<file path="src/sv/ist_pkg.sv">
// shared types and constants of the interval subscription table
package ist_pkg;

   localparam int unsigned ID_W  = 6;
   localparam int unsigned IV_W  = 32;
   localparam int unsigned ST_W  = 2;
   localparam int unsigned CSR_AW = 3;
   localparam int unsigned CSR_DW = 32;

   localparam logic [IV_W-1:0] MAX_WAIT_RESET = 32'd1000000;
   localparam logic [IV_W-1:0] IV_ALL_ONES    = '1;

   // register index taken from the word address
   localparam logic REG_MAX_WAIT = 1'b0;

   localparam logic KIND_SUB   = 1'b0;
   localparam logic KIND_UNSUB = 1'b1;

   localparam logic [ST_W-1:0] ST_OK      = 2'd0;
   localparam logic [ST_W-1:0] ST_FULL    = 2'd1;
   localparam logic [ST_W-1:0] ST_NOT_SUB = 2'd2;

   typedef struct packed {
      logic clear;   // write one empty slot during the clearing pass
      logic start;   // latch a request and restart the scan
      logic scan;    // read the next slot
      logic commit;  // update the table and load the result
   } cmd_type;

   typedef struct packed {
      logic addr_last;  // slot address at the final entry
      logic out_busy;   // result register full and stalled
   } sts_type;

endpackage

</file>
<file path="src/sv/interval_subscription_table.sv">
// interval subscription table: a new request is taken only after the slot scan of the last one is done
// a request walks every slot of the id-indexed memory, one read per cycle, then the TAIL
// state folds the last read and the COMMIT state writes the table and loads the result
// rsp_valid is set by a register loaded at the commit, which waits while the result is stalled
// after reset a clearing pass over every slot holds req_stall high
// reset empties the table, clears the running flag and sets max_wait_us to 1000000
module interval_subscription_table #(
   parameter int unsigned MAX_ENTRIES = 64
) (
   input  logic                          clock,
   input  logic                          reset,
   input  logic                          req_valid,
   output logic                          req_stall,
   input  logic                          req_kind,
   input  logic [ist_pkg::IV_W-1:0]      req_interval_us,
   input  logic [ist_pkg::ID_W-1:0]      req_target_id,
   output logic                          rsp_valid,
   input  logic                          rsp_stall,
   output logic [ist_pkg::ST_W-1:0]      rsp_status,
   output logic [ist_pkg::ID_W-1:0]      rsp_assigned_id,
   output logic                          rsp_active,
   output logic [ist_pkg::IV_W-1:0]      rsp_min_interval_us,
   output logic [ist_pkg::IV_W-1:0]      rsp_wait_interval_us,
   input  logic                          csr_psel,
   input  logic                          csr_penable,
   input  logic                          csr_pwrite,
   input  logic [ist_pkg::CSR_AW-1:0]    csr_paddr,
   input  logic [ist_pkg::CSR_DW-1:0]    csr_pwdata,
   output logic [ist_pkg::CSR_DW-1:0]    csr_prdata,
   output logic                          csr_pready
);

   ist_pkg::cmd_type          cmd;
   ist_pkg::sts_type          sts;
   logic [ist_pkg::IV_W-1:0]  max_wait_ff, max_wait_in;
   logic                      csr_sel_max_wait;

   assign csr_pready       = 1'b1;
   assign csr_sel_max_wait = (csr_paddr[ist_pkg::CSR_AW-1] == ist_pkg::REG_MAX_WAIT);

   always_comb begin
      max_wait_in = max_wait_ff;
      if (csr_psel && csr_penable && csr_pwrite && csr_sel_max_wait) begin
         max_wait_in = csr_pwdata;
      end
      csr_prdata = csr_sel_max_wait ? max_wait_ff : '0;
   end

   always_ff @(posedge clock) begin
      if (reset) begin
         max_wait_ff <= ist_pkg::MAX_WAIT_RESET;
      end else begin
         max_wait_ff <= max_wait_in;
      end
   end

   ist_ctrl u_ctrl (
      .clock     (clock),
      .reset     (reset),
      .req_valid (req_valid),
      .req_stall (req_stall),
      .sts       (sts),
      .cmd       (cmd)
   );

   ist_dpath #(
      .MAX_ENTRIES (MAX_ENTRIES)
   ) u_dpath (
      .clock                (clock),
      .reset                (reset),
      .cmd                  (cmd),
      .sts                  (sts),
      .req_kind             (req_kind),
      .req_interval_us      (req_interval_us),
      .req_target_id        (req_target_id),
      .max_wait_us          (max_wait_ff),
      .rsp_valid            (rsp_valid),
      .rsp_stall            (rsp_stall),
      .rsp_status           (rsp_status),
      .rsp_assigned_id      (rsp_assigned_id),
      .rsp_active           (rsp_active),
      .rsp_min_interval_us  (rsp_min_interval_us),
      .rsp_wait_interval_us (rsp_wait_interval_us)
   );

endmodule

</file>
<file path="src/sv/ist_ctrl.sv">
// controller state machine of the interval subscription table
module ist_ctrl (
   input  logic             clock,
   input  logic             reset,
   input  logic             req_valid,
   output logic             req_stall,
   input  ist_pkg::sts_type sts,
   output ist_pkg::cmd_type cmd
);

   typedef enum logic [2:0] {
      S_CLEAR,
      S_IDLE,
      S_SCAN,
      S_TAIL,
      S_COMMIT
   } state_type;

   state_type state_ff;
   state_type state_in;

   always_comb begin
      state_in   = state_ff;
      cmd        = '0;
      req_stall  = 1'b1;
      case (state_ff)
         S_CLEAR: begin
            cmd.clear = 1'b1;
            if (sts.addr_last) begin
               state_in = S_IDLE;
            end
         end
         S_IDLE: begin
            req_stall = 1'b0;
            if (req_valid) begin
               cmd.start = 1'b1;
               state_in  = S_SCAN;
            end
         end
         S_SCAN: begin
            cmd.scan = 1'b1;
            if (sts.addr_last) begin
               state_in = S_TAIL;
            end
         end
         // last read data is folded in during this cycle
         S_TAIL: begin
            state_in = S_COMMIT;
         end
         S_COMMIT: begin
            if (!sts.out_busy) begin
               cmd.commit = 1'b1;
               state_in   = S_IDLE;
            end
         end
         default: begin
            state_in = S_CLEAR;
         end
      endcase
   end

   always_ff @(posedge clock) begin
      if (reset) begin
         state_ff <= S_CLEAR;
      end else begin
         state_ff <= state_in;
      end
   end

endmodule

</file>
<file path="src/sv/ist_dpath.sv">
// datapath of the interval subscription table: slot memory, scan and result register
module ist_dpath #(
   parameter int unsigned MAX_ENTRIES = 64
) (
   input  logic                          clock,
   input  logic                          reset,
   input  ist_pkg::cmd_type              cmd,
   output ist_pkg::sts_type              sts,
   input  logic                          req_kind,
   input  logic [ist_pkg::IV_W-1:0]      req_interval_us,
   input  logic [ist_pkg::ID_W-1:0]      req_target_id,
   input  logic [ist_pkg::IV_W-1:0]      max_wait_us,
   output logic                          rsp_valid,
   input  logic                          rsp_stall,
   output logic [ist_pkg::ST_W-1:0]      rsp_status,
   output logic [ist_pkg::ID_W-1:0]      rsp_assigned_id,
   output logic                          rsp_active,
   output logic [ist_pkg::IV_W-1:0]      rsp_min_interval_us,
   output logic [ist_pkg::IV_W-1:0]      rsp_wait_interval_us
);

   localparam int unsigned IW   = $clog2(MAX_ENTRIES);
   localparam int unsigned CW   = (IW > ist_pkg::ID_W) ? IW : ist_pkg::ID_W;
   localparam int unsigned CNTW = $clog2(MAX_ENTRIES + 1);
   localparam int unsigned MW   = ist_pkg::IV_W + 1;

   // slot memory indexed by id: {used, interval}
   logic [MW-1:0] mem [MAX_ENTRIES];

   logic [IW-1:0]            addr_ff, addr_in;
   logic                     rd_pend_ff, rd_pend_in;
   logic [IW-1:0]            rd_idx_ff;
   logic [MW-1:0]            rd_data_ff;
   logic                     kind_ff;
   logic [ist_pkg::IV_W-1:0] interval_ff;
   logic [ist_pkg::ID_W-1:0] target_ff;
   logic [ist_pkg::IV_W-1:0] min_ff, min_in;
   logic                     found_ff, found_in;
   logic [IW-1:0]            free_ff, free_in;
   logic                     hit_ff, hit_in;
   logic [CNTW-1:0]          count_ff, count_in;
   logic                     running_ff, running_in;
   logic                     rsp_valid_ff, rsp_valid_in;
   logic [ist_pkg::ST_W-1:0] rsp_status_ff;
   logic [ist_pkg::ID_W-1:0] rsp_id_ff;
   logic                     rsp_active_ff;
   logic [ist_pkg::IV_W-1:0] rsp_min_ff;
   logic [ist_pkg::IV_W-1:0] rsp_wait_ff;

   logic                     is_sub;
   logic                     stored;
   logic                     removed;
   logic [CW-1:0]            target_cw;
   logic [CW-1:0]            rd_idx_cw;
   logic [CW-1:0]            free_cw;
   logic                     rd_used;
   logic [ist_pkg::IV_W-1:0] rd_iv;
   logic                     rd_is_target;
   logic [ist_pkg::IV_W-1:0] min_out;
   logic [ist_pkg::IV_W-1:0] wait_out;
   logic [ist_pkg::ST_W-1:0] status_out;
   logic [ist_pkg::ID_W-1:0] id_out;
   logic                     wr_en;
   logic [IW-1:0]            wr_addr;
   logic [MW-1:0]            wr_data;

   assign is_sub    = (kind_ff == ist_pkg::KIND_SUB);
   assign stored    = is_sub && found_ff;
   assign removed   = !is_sub && hit_ff;
   assign target_cw = CW'(target_ff);
   assign rd_idx_cw = CW'(rd_idx_ff);
   assign free_cw   = CW'(free_ff);
   assign rd_used   = rd_data_ff[MW-1];
   assign rd_iv     = rd_data_ff[ist_pkg::IV_W-1:0];
   assign rd_is_target = (rd_idx_cw == target_cw);

   assign sts.addr_last = (addr_ff == IW'(MAX_ENTRIES - 1));
   assign sts.out_busy  = rsp_valid_ff && rsp_stall;

   // scan accumulation and slot address
   always_comb begin
      addr_in    = addr_ff;
      rd_pend_in = cmd.scan;
      min_in     = min_ff;
      found_in   = found_ff;
      free_in    = free_ff;
      hit_in     = hit_ff;
      if (cmd.start) begin
         addr_in  = '0;
         min_in   = ist_pkg::IV_ALL_ONES;
         found_in = 1'b0;
         free_in  = '0;
         hit_in   = 1'b0;
      end else if (cmd.clear || cmd.scan) begin
         addr_in = addr_ff + IW'(1);
      end
      if (rd_pend_ff) begin
         // the entry being removed does not count toward the minimum
         if (rd_used && !(!is_sub && rd_is_target) && (rd_iv < min_ff)) begin
            min_in = rd_iv;
         end
         if (!rd_used && !found_ff) begin
            found_in = 1'b1;
            free_in  = rd_idx_ff;
         end
         if (rd_used && rd_is_target) begin
            hit_in = 1'b1;
         end
      end
   end

   // table update and result
   always_comb begin
      min_out  = (stored && (interval_ff < min_ff)) ? interval_ff : min_ff;
      wait_out = (min_out < max_wait_us) ? min_out : max_wait_us;
      id_out   = stored ? free_cw[ist_pkg::ID_W-1:0] : '0;
      if (is_sub) begin
         status_out = found_ff ? ist_pkg::ST_OK : ist_pkg::ST_FULL;
      end else begin
         status_out = hit_ff ? ist_pkg::ST_OK : ist_pkg::ST_NOT_SUB;
      end
      count_in   = count_ff;
      running_in = running_ff;
      if (cmd.commit) begin
         if (stored) begin
            count_in = count_ff + CNTW'(1);
         end else if (removed) begin
            count_in = count_ff - CNTW'(1);
         end
         if (is_sub) begin
            running_in = 1'b1;
         end else if (count_in == '0) begin
            running_in = 1'b0;
         end
      end
      rsp_valid_in = rsp_valid_ff;
      if (cmd.commit) begin
         rsp_valid_in = 1'b1;
      end else if (rsp_valid_ff && !rsp_stall) begin
         rsp_valid_in = 1'b0;
      end
      wr_en   = cmd.clear || (cmd.commit && (stored || removed));
      wr_addr = target_cw[IW-1:0];
      wr_data = '0;
      if (cmd.clear) begin
         wr_addr = addr_ff;
      end else if (stored) begin
         wr_addr = free_ff;
         wr_data = {1'b1, interval_ff};
      end
   end

   always_ff @(posedge clock) begin
      if (wr_en) begin
         mem[wr_addr] <= wr_data;
      end
      rd_data_ff <= mem[addr_ff];
   end

   always_ff @(posedge clock) begin
      if (reset) begin
         addr_ff      <= '0;
         rd_pend_ff   <= 1'b0;
         count_ff     <= '0;
         running_ff   <= 1'b0;
         rsp_valid_ff <= 1'b0;
      end else begin
         addr_ff      <= addr_in;
         rd_pend_ff   <= rd_pend_in;
         count_ff     <= count_in;
         running_ff   <= running_in;
         rsp_valid_ff <= rsp_valid_in;
      end
   end

   always_ff @(posedge clock) begin
      rd_idx_ff <= addr_ff;
      min_ff    <= min_in;
      found_ff  <= found_in;
      free_ff   <= free_in;
      hit_ff    <= hit_in;
      if (cmd.start) begin
         kind_ff     <= req_kind;
         interval_ff <= req_interval_us;
         target_ff   <= req_target_id;
      end
      if (cmd.commit) begin
         rsp_status_ff <= status_out;
         rsp_id_ff     <= id_out;
         rsp_active_ff <= running_in;
         rsp_min_ff    <= min_out;
         rsp_wait_ff   <= wait_out;
      end
   end

   assign rsp_valid            = rsp_valid_ff;
   assign rsp_status           = rsp_status_ff;
   assign rsp_assigned_id      = rsp_id_ff;
   assign rsp_active           = rsp_active_ff;
   assign rsp_min_interval_us  = rsp_min_ff;
   assign rsp_wait_interval_us = rsp_wait_ff;

endmodule

</file>
<file path="config.mk">
export PLATFORM = sky130hd
export DESIGN_NAME = interval_subscription_table
export DESIGN_NICKNAME = d
export VERILOG_FILES = /design/src/sv/ist_pkg.sv /design/src/sv/interval_subscription_table.sv /design/src/sv/ist_ctrl.sv /design/src/sv/ist_dpath.sv
export SDC_FILE = /design/constraint.sdc
export NUM_CORES = 2
export LEC_CHECK = 0
export ABC_CLOCK_PERIOD_IN_PS = 16800
export BUFFER_PORTS_ARGS = -buffer_cell sky130_fd_sc_hd__clkbuf_2
export CAP_MARGIN = 30
export CORE_ASPECT_RATIO = 1.2
export CORE_MARGIN = 1.5
export CORE_UTILIZATION = 31
export DETAILED_ROUTE_END_ITERATION = 10
export HOLD_SLACK_MARGIN = 0.15
export SLEW_MARGIN = 20
export SYNTH_ARGS = -nofsm -noshare
export SYNTH_HDL_FRONTEND = slang
export SYNTH_HIERARCHICAL = 1
export SYNTH_SLANG_ARGS = --single-unit
</file>
<file path="constraint.sdc">
create_clock -name clock -period 16.8 [get_ports clock]
set_input_delay 0.84 -clock clock [delete_from_list [all_inputs] [get_ports clock]]
set_output_delay 0.84 -clock clock [all_outputs]
set_load 0.01 [all_outputs]
</file>
==> results by stage <==
Outcome:
- The run finished with clean final reports.

Yosys:
- The share of synthesized registers carrying an async set or reset is 0%.
- The top cell type by area accounts for 72.7% of the synthesized area.
- Counting instances in the post-synthesis netlist gives the leading cell types as sky130_fd_sc_hd__edfxtp_1 (2224), sky130_fd_sc_hd__mux4_2 (693), sky130_fd_sc_hd__dfxtp_1 (130), sky130_fd_sc_hd__nor2_1 (122), sky130_fd_sc_hd__clkbuf_1 (112).
- The synthesized design contains 2354 register bits.
- Synthesis produced a netlist whose cell count is 4117.
- sky130_fd_sc_hd__edfxtp_1 is the most common cell in the netlist.
- The cell type with the largest total area after synthesis is sky130_fd_sc_hd__edfxtp_1.
- A synthesized cell averages 22.3 um2.
- The number of different library cells in the post-synthesis netlist is 61.
- The sequential fraction of the synthesis area is 75.5%.
- The synthesized design contains 2224 enable-type register cells.
- During synthesis, Yosys emitted a total of 6 warnings.
- By area the synthesized netlist is led by sky130_fd_sc_hd__edfxtp_1 (73%), sky130_fd_sc_hd__mux4_2 (17%), sky130_fd_sc_hd__dfxtp_1 (2.8%).
- The synthesized netlist occupies a cell area of 0.0919 mm2.
- The post-synth net total is 4294.
- The most used flip-flop cell after synthesis is sky130_fd_sc_hd__edfxtp_1.

Clocking:
- The buffer cell driving the clock tree root is sky130_fd_sc_hd__clkbuf_16.
- The register clock-pin slew on the reported worst setup and hold paths is 60 ps.
- The number of buffers between clock root and the deepest sink is 4.
- The number of buffers created by CTS is 216.
- In this run the number of H-tree levels came out at 4.
- The number of clock sinks is 2354.
- Once the clock tree was built, the setup fixing pass inserted 0 buffers.
- The clock reaches the later pin of the worst-skew pair after 870 ps.
- Post-CTS repair changed the size of 0 cells.
- The TritonCTS clock tree is done.

Critical path:
- The cell family with the largest share of critical-path delay is compound AO/OA/AOI/OAI gates.
- The critical-path maximum fanout is 31.
- The data arrival time at the worst-slack endpoint is 6550 ps.
- Data on the critical path is required at its endpoint by 17400 ps.
- For this design, the slowest cell found on the critical path is sky130_fd_sc_hd__a21oi_4.
- For this run, the slowest stage of the critical path takes 550 ps.
- The critical path startpoint category is a register.
- The critical path is of the reg -> reg type.
- The critical path goes through ha_1 > a21oi_1 > o21a_1 > a2bb2oi_1 > a21bo_2 > and4_1 > buf_4 > mux2_2 > ha_1 > nand4_1 > nor3_1 > nand2_1 > a211oi_1 > a221oi_1 > a21oi_4 > buf_16 > mux2_2.
- The worst setup path is captured at a register.
- The number of buffers and inverters on the critical path is 2.

STA:
- Headroom to the max-slew limit came out at 21.6%.
- The final setup slack of the worst path is 10850 ps.
- The shortest period the worst path allows is 5950 ps.
- Between clock sinks in the finished design, the worst skew comes to 38.8 ps.
- The measured slew at the worst slew-check pin is 1180 ps.
- The final-report setup violation count is 0.
- The peak clock frequency supported by timing is 168 MHz.
- Setup repair after global routing left no endpoint under its margin.
- In the finished design, the share of the clock period the worst path needs comes to 35.4%.
- In the final timing run, aggregate negative setup slack is 0 ps.
- The number of slew-limit violations in the final report was 0.
- The final hold violation count is 0.

Finish:
- The summed area of non-filler cells in the final layout is 0.106 mm2.
- The count of fill cells added during filler insertion is 26700.
- The fraction of final layout cells with drive strength greater than 1 is 31.6%.
- Compared with the post-synthesis result, the final layout area differs by 14.8%.
- At the end of the flow, the number of nets in the layout was 4639.

Detailed routing:
- The detailed router finished its first iteration with 3937 violations.
- The detail route stage leaves a number of antenna-violating nets equal to 0.
- Using the TritonRoute via totals, the vias-per-cell ratio works out to 5.02.
- The first detailed-routing pass ran for 5 iterations.
- For this run, design rule violations remaining after detail routing come to 0.
- Across all layers, the routed design uses 42600 vias.
- The final routed wirelength across all metal layers is 212000 um.
- The detailed-route wire length per cell is 25.0 um.

Global routing:
- The global-route wire length before repair is 310000 um.
- Across every metal layer, demand over resource in global routing totals 14.0%.
- Entering global routing, the biggest net connects 129 pins.
- The number of global-route vias before repair is 44400.
- The number of antenna violations at the first check in global routing came to 10.
- The global-route congestion overflow total is 0.

Placed design:
- In this run the cell area measured after placement is 0.0983 mm2.
- The wire-length estimate of the detail-placed layout is 123000 um.
- The number of port buffers is 185.
- At the end of routability-driven placement, the weighted congestion stood at 0.817.
- The worst setup timing slack at the placement stage is 10610 ps.

Floorplan:
- In this run the horizontal extent of the chip is 500 um.
- The area of the core region is 0.294 mm2.
- The boundary pin count is 189.
- The initialized floorplan defines 218 standard-cell rows.
- The initial core utilization is 31.2%.
- The area enclosed by the die boundary is 0.300 mm2.
- The die height is 599 um.

Power and ir drop:
- The internal portion of the total power is 9240 uW.
- Dividing total power by cell area gives a power density of 110 mW/mm2.
- The analysis attributes to cell leakage a power of 0.0376 uW.
- The largest voltage drop on the vdd net is 74.7 uV.
- In this run, flip-flops and latches consume 55.3% of the power.
- Of the total power, the clock network draws 40.6%.
- For this design the total switching power over the nets is 2380 uW.
- The share of total power consumed by net switching is 20.5%.
- The logic gate share of total power is 4.1%.

Job:
- Across the run, the number of max-cap violations was 0.

Min path:
- The path class of the tightest hold or removal check is in -> reg.
[registers in the layout, summed over array words and instances (netlist names)]
name and cells:
max_wait_ff 32, u_ctrl/state_ff 3, u_dpath/addr_ff 6, u_dpath/count_ff 7, u_dpath/found_ff 1, u_dpath/free_cw 6, u_dpath/hit_ff 1, u_dpath/interval_ff 32
u_dpath/kind_ff 1, u_dpath/mem 2112, u_dpath/min_ff 32, u_dpath/rd_data_ff 33, u_dpath/rd_idx_cw 6, u_dpath/rd_pend_ff 1, u_dpath/rsp_active 1, u_dpath/rsp_assigned_id 6
u_dpath/rsp_min_interval_us 32, u_dpath/rsp_status 2, u_dpath/rsp_valid 1, u_dpath/rsp_wait_interval_us 32, u_dpath/running_ff 1, u_dpath/target_cw 6
[routing by layer]
| metal | track usage [%] | routed length, um | up-vias |
|---|---|---|---|
| met5 | 0 | 0 | - |
| met4 | 3.53 | 4470 | 0 |
| met3 | 1.73 | 11100 | 312 |
| met2 | 25.3 | 111000 | 1271 |
| met1 | 17.6 | 85400 | 23000 |
| li1 | - | - | 18000 |
[power groups by stage]
stage	Sequential, uW	Clock, uW	Combinational [uW]
2_1_floorplan	6520	0	334
3_3_place_gp	6550	0	469
3_5_place_dp	6550	0	472
4_1_cts	6430	4830	480
5_1_grt	6430	5030	510
6_report	6430	4720	476
[worst register-to-register path, cell delays in order, from the launching register on]
cell and delay, ps:
sky130_fd_sc_hd__edfxtp_1 530, sky130_fd_sc_hd__ha_1 370, sky130_fd_sc_hd__a21oi_1 170, sky130_fd_sc_hd__o21a_1 150
sky130_fd_sc_hd__a2bb2oi_1 420, sky130_fd_sc_hd__a21bo_2 220, sky130_fd_sc_hd__and4_1 160, sky130_fd_sc_hd__buf_4 380
sky130_fd_sc_hd__mux2_2 460, sky130_fd_sc_hd__ha_1 310, sky130_fd_sc_hd__nand4_1 200, sky130_fd_sc_hd__nor3_1 500
sky130_fd_sc_hd__nand2_1 180, sky130_fd_sc_hd__a211oi_1 320, sky130_fd_sc_hd__a221oi_1 180, sky130_fd_sc_hd__a21oi_4 550
sky130_fd_sc_hd__buf_16 240, sky130_fd_sc_hd__mux2_2 360
[worst paths after layout]
| path | from | slack [ps] | cells after the start | endpoint |
|---|---|---|---|---|
| setup / recovery | u_dpath/interval_ff[11]$_DFFE_PP_ | 10850 | 17 | u_dpath/rsp_wait_interval_us[8]$_DFFE_PP_ |
| hold / removal | req_interval_us[0] | 220 | 1 | u_dpath/interval_ff[0]$_DFFE_PP_ |
| setup reg to reg | u_dpath/interval_ff[11]$_DFFE_PP_ | 10850 | 17 | u_dpath/rsp_wait_interval_us[8]$_DFFE_PP_ |
| hold reg to reg | u_dpath/free_cw[4]$_DFF_P_ | 460 | 2 | u_dpath/free_cw[4]$_DFF_P_ |
[metrics by stage]
step                hold slack [ps]  total power [uW]  utilization [%]  cells
finish                          224             11600             35.9   8481
global route                    200             12000             35.9   8479
CTS                             175             11700             35.8   8465
detailed placement              457              7030             33.4   8052
global placement                450              7020             33.3   8040
floorplan                       326              6850                -   4117
[placed cells by master, fill, tap and decap left out, types with 34 or more instances in the layout]
cell	n
sky130_fd_sc_hd__a2111oi_0	34
sky130_fd_sc_hd__a21oi_1	43
sky130_fd_sc_hd__a31oi_1	36
sky130_fd_sc_hd__buf_4	98
sky130_fd_sc_hd__clkbuf_1	56
sky130_fd_sc_hd__clkbuf_16	217
sky130_fd_sc_hd__clkbuf_2	185
sky130_fd_sc_hd__clkinv_1	50
sky130_fd_sc_hd__dfxtp_1	124
sky130_fd_sc_hd__edfxtp_1	2224
sky130_fd_sc_hd__ha_1	96
sky130_fd_sc_hd__inv_1	71
sky130_fd_sc_hd__mux2_2	63
sky130_fd_sc_hd__mux2i_1	34
sky130_fd_sc_hd__mux4_2	693
sky130_fd_sc_hd__nand2_1	63
sky130_fd_sc_hd__nand2b_1	57
sky130_fd_sc_hd__nor2_1	57
sky130_fd_sc_hd__nor2_4	66
sky130_fd_sc_hd__nor2b_1	39
[final cells by class]
| type | count | area (um2) | share of cell area, % |
|---|---|---|---|
| antenna | 3 | 7.51 | 0.00711 |
| clock buffer | 280 | 5740 | 5.44 |
| clock inverter | 104 | 912 | 0.864 |
| inverter | 71 | 267 | 0.253 |
| multi-input combinational | 1479 | 21900 | 20.7 |
| sequential | 2354 | 69400 | 65.8 |
| tap | 3850 | 4820 | 4.56 |
| timing repair buffer | 340 | 2530 | 2.39 |
[cells by family (layout without fill, tap and decap cells)]
kind of cell	after synthesis	after routing	synth area share, %
buffers and inverters	284	795	1.36
AOI/OAI and AO/OA	188	188	1.35
and+or+nand+nor	385	385	2.16
adders and majority gates	96	96	1.31
DFF	2354	2354	75.5
xor gates and xnor gates	19	19	0.181
muxes	790	790	18.1
other	1	4	0.00408
[timing repair]
| action | in CTS | in global routing |
|---|---|---|
| setup endpoints to repair | 0 | 0 |
| hold buffers | 29 | 0 |
| hold endpoints to repair | 29 | 0 |
No activity file was read; power rests on OpenSTA's default activity.
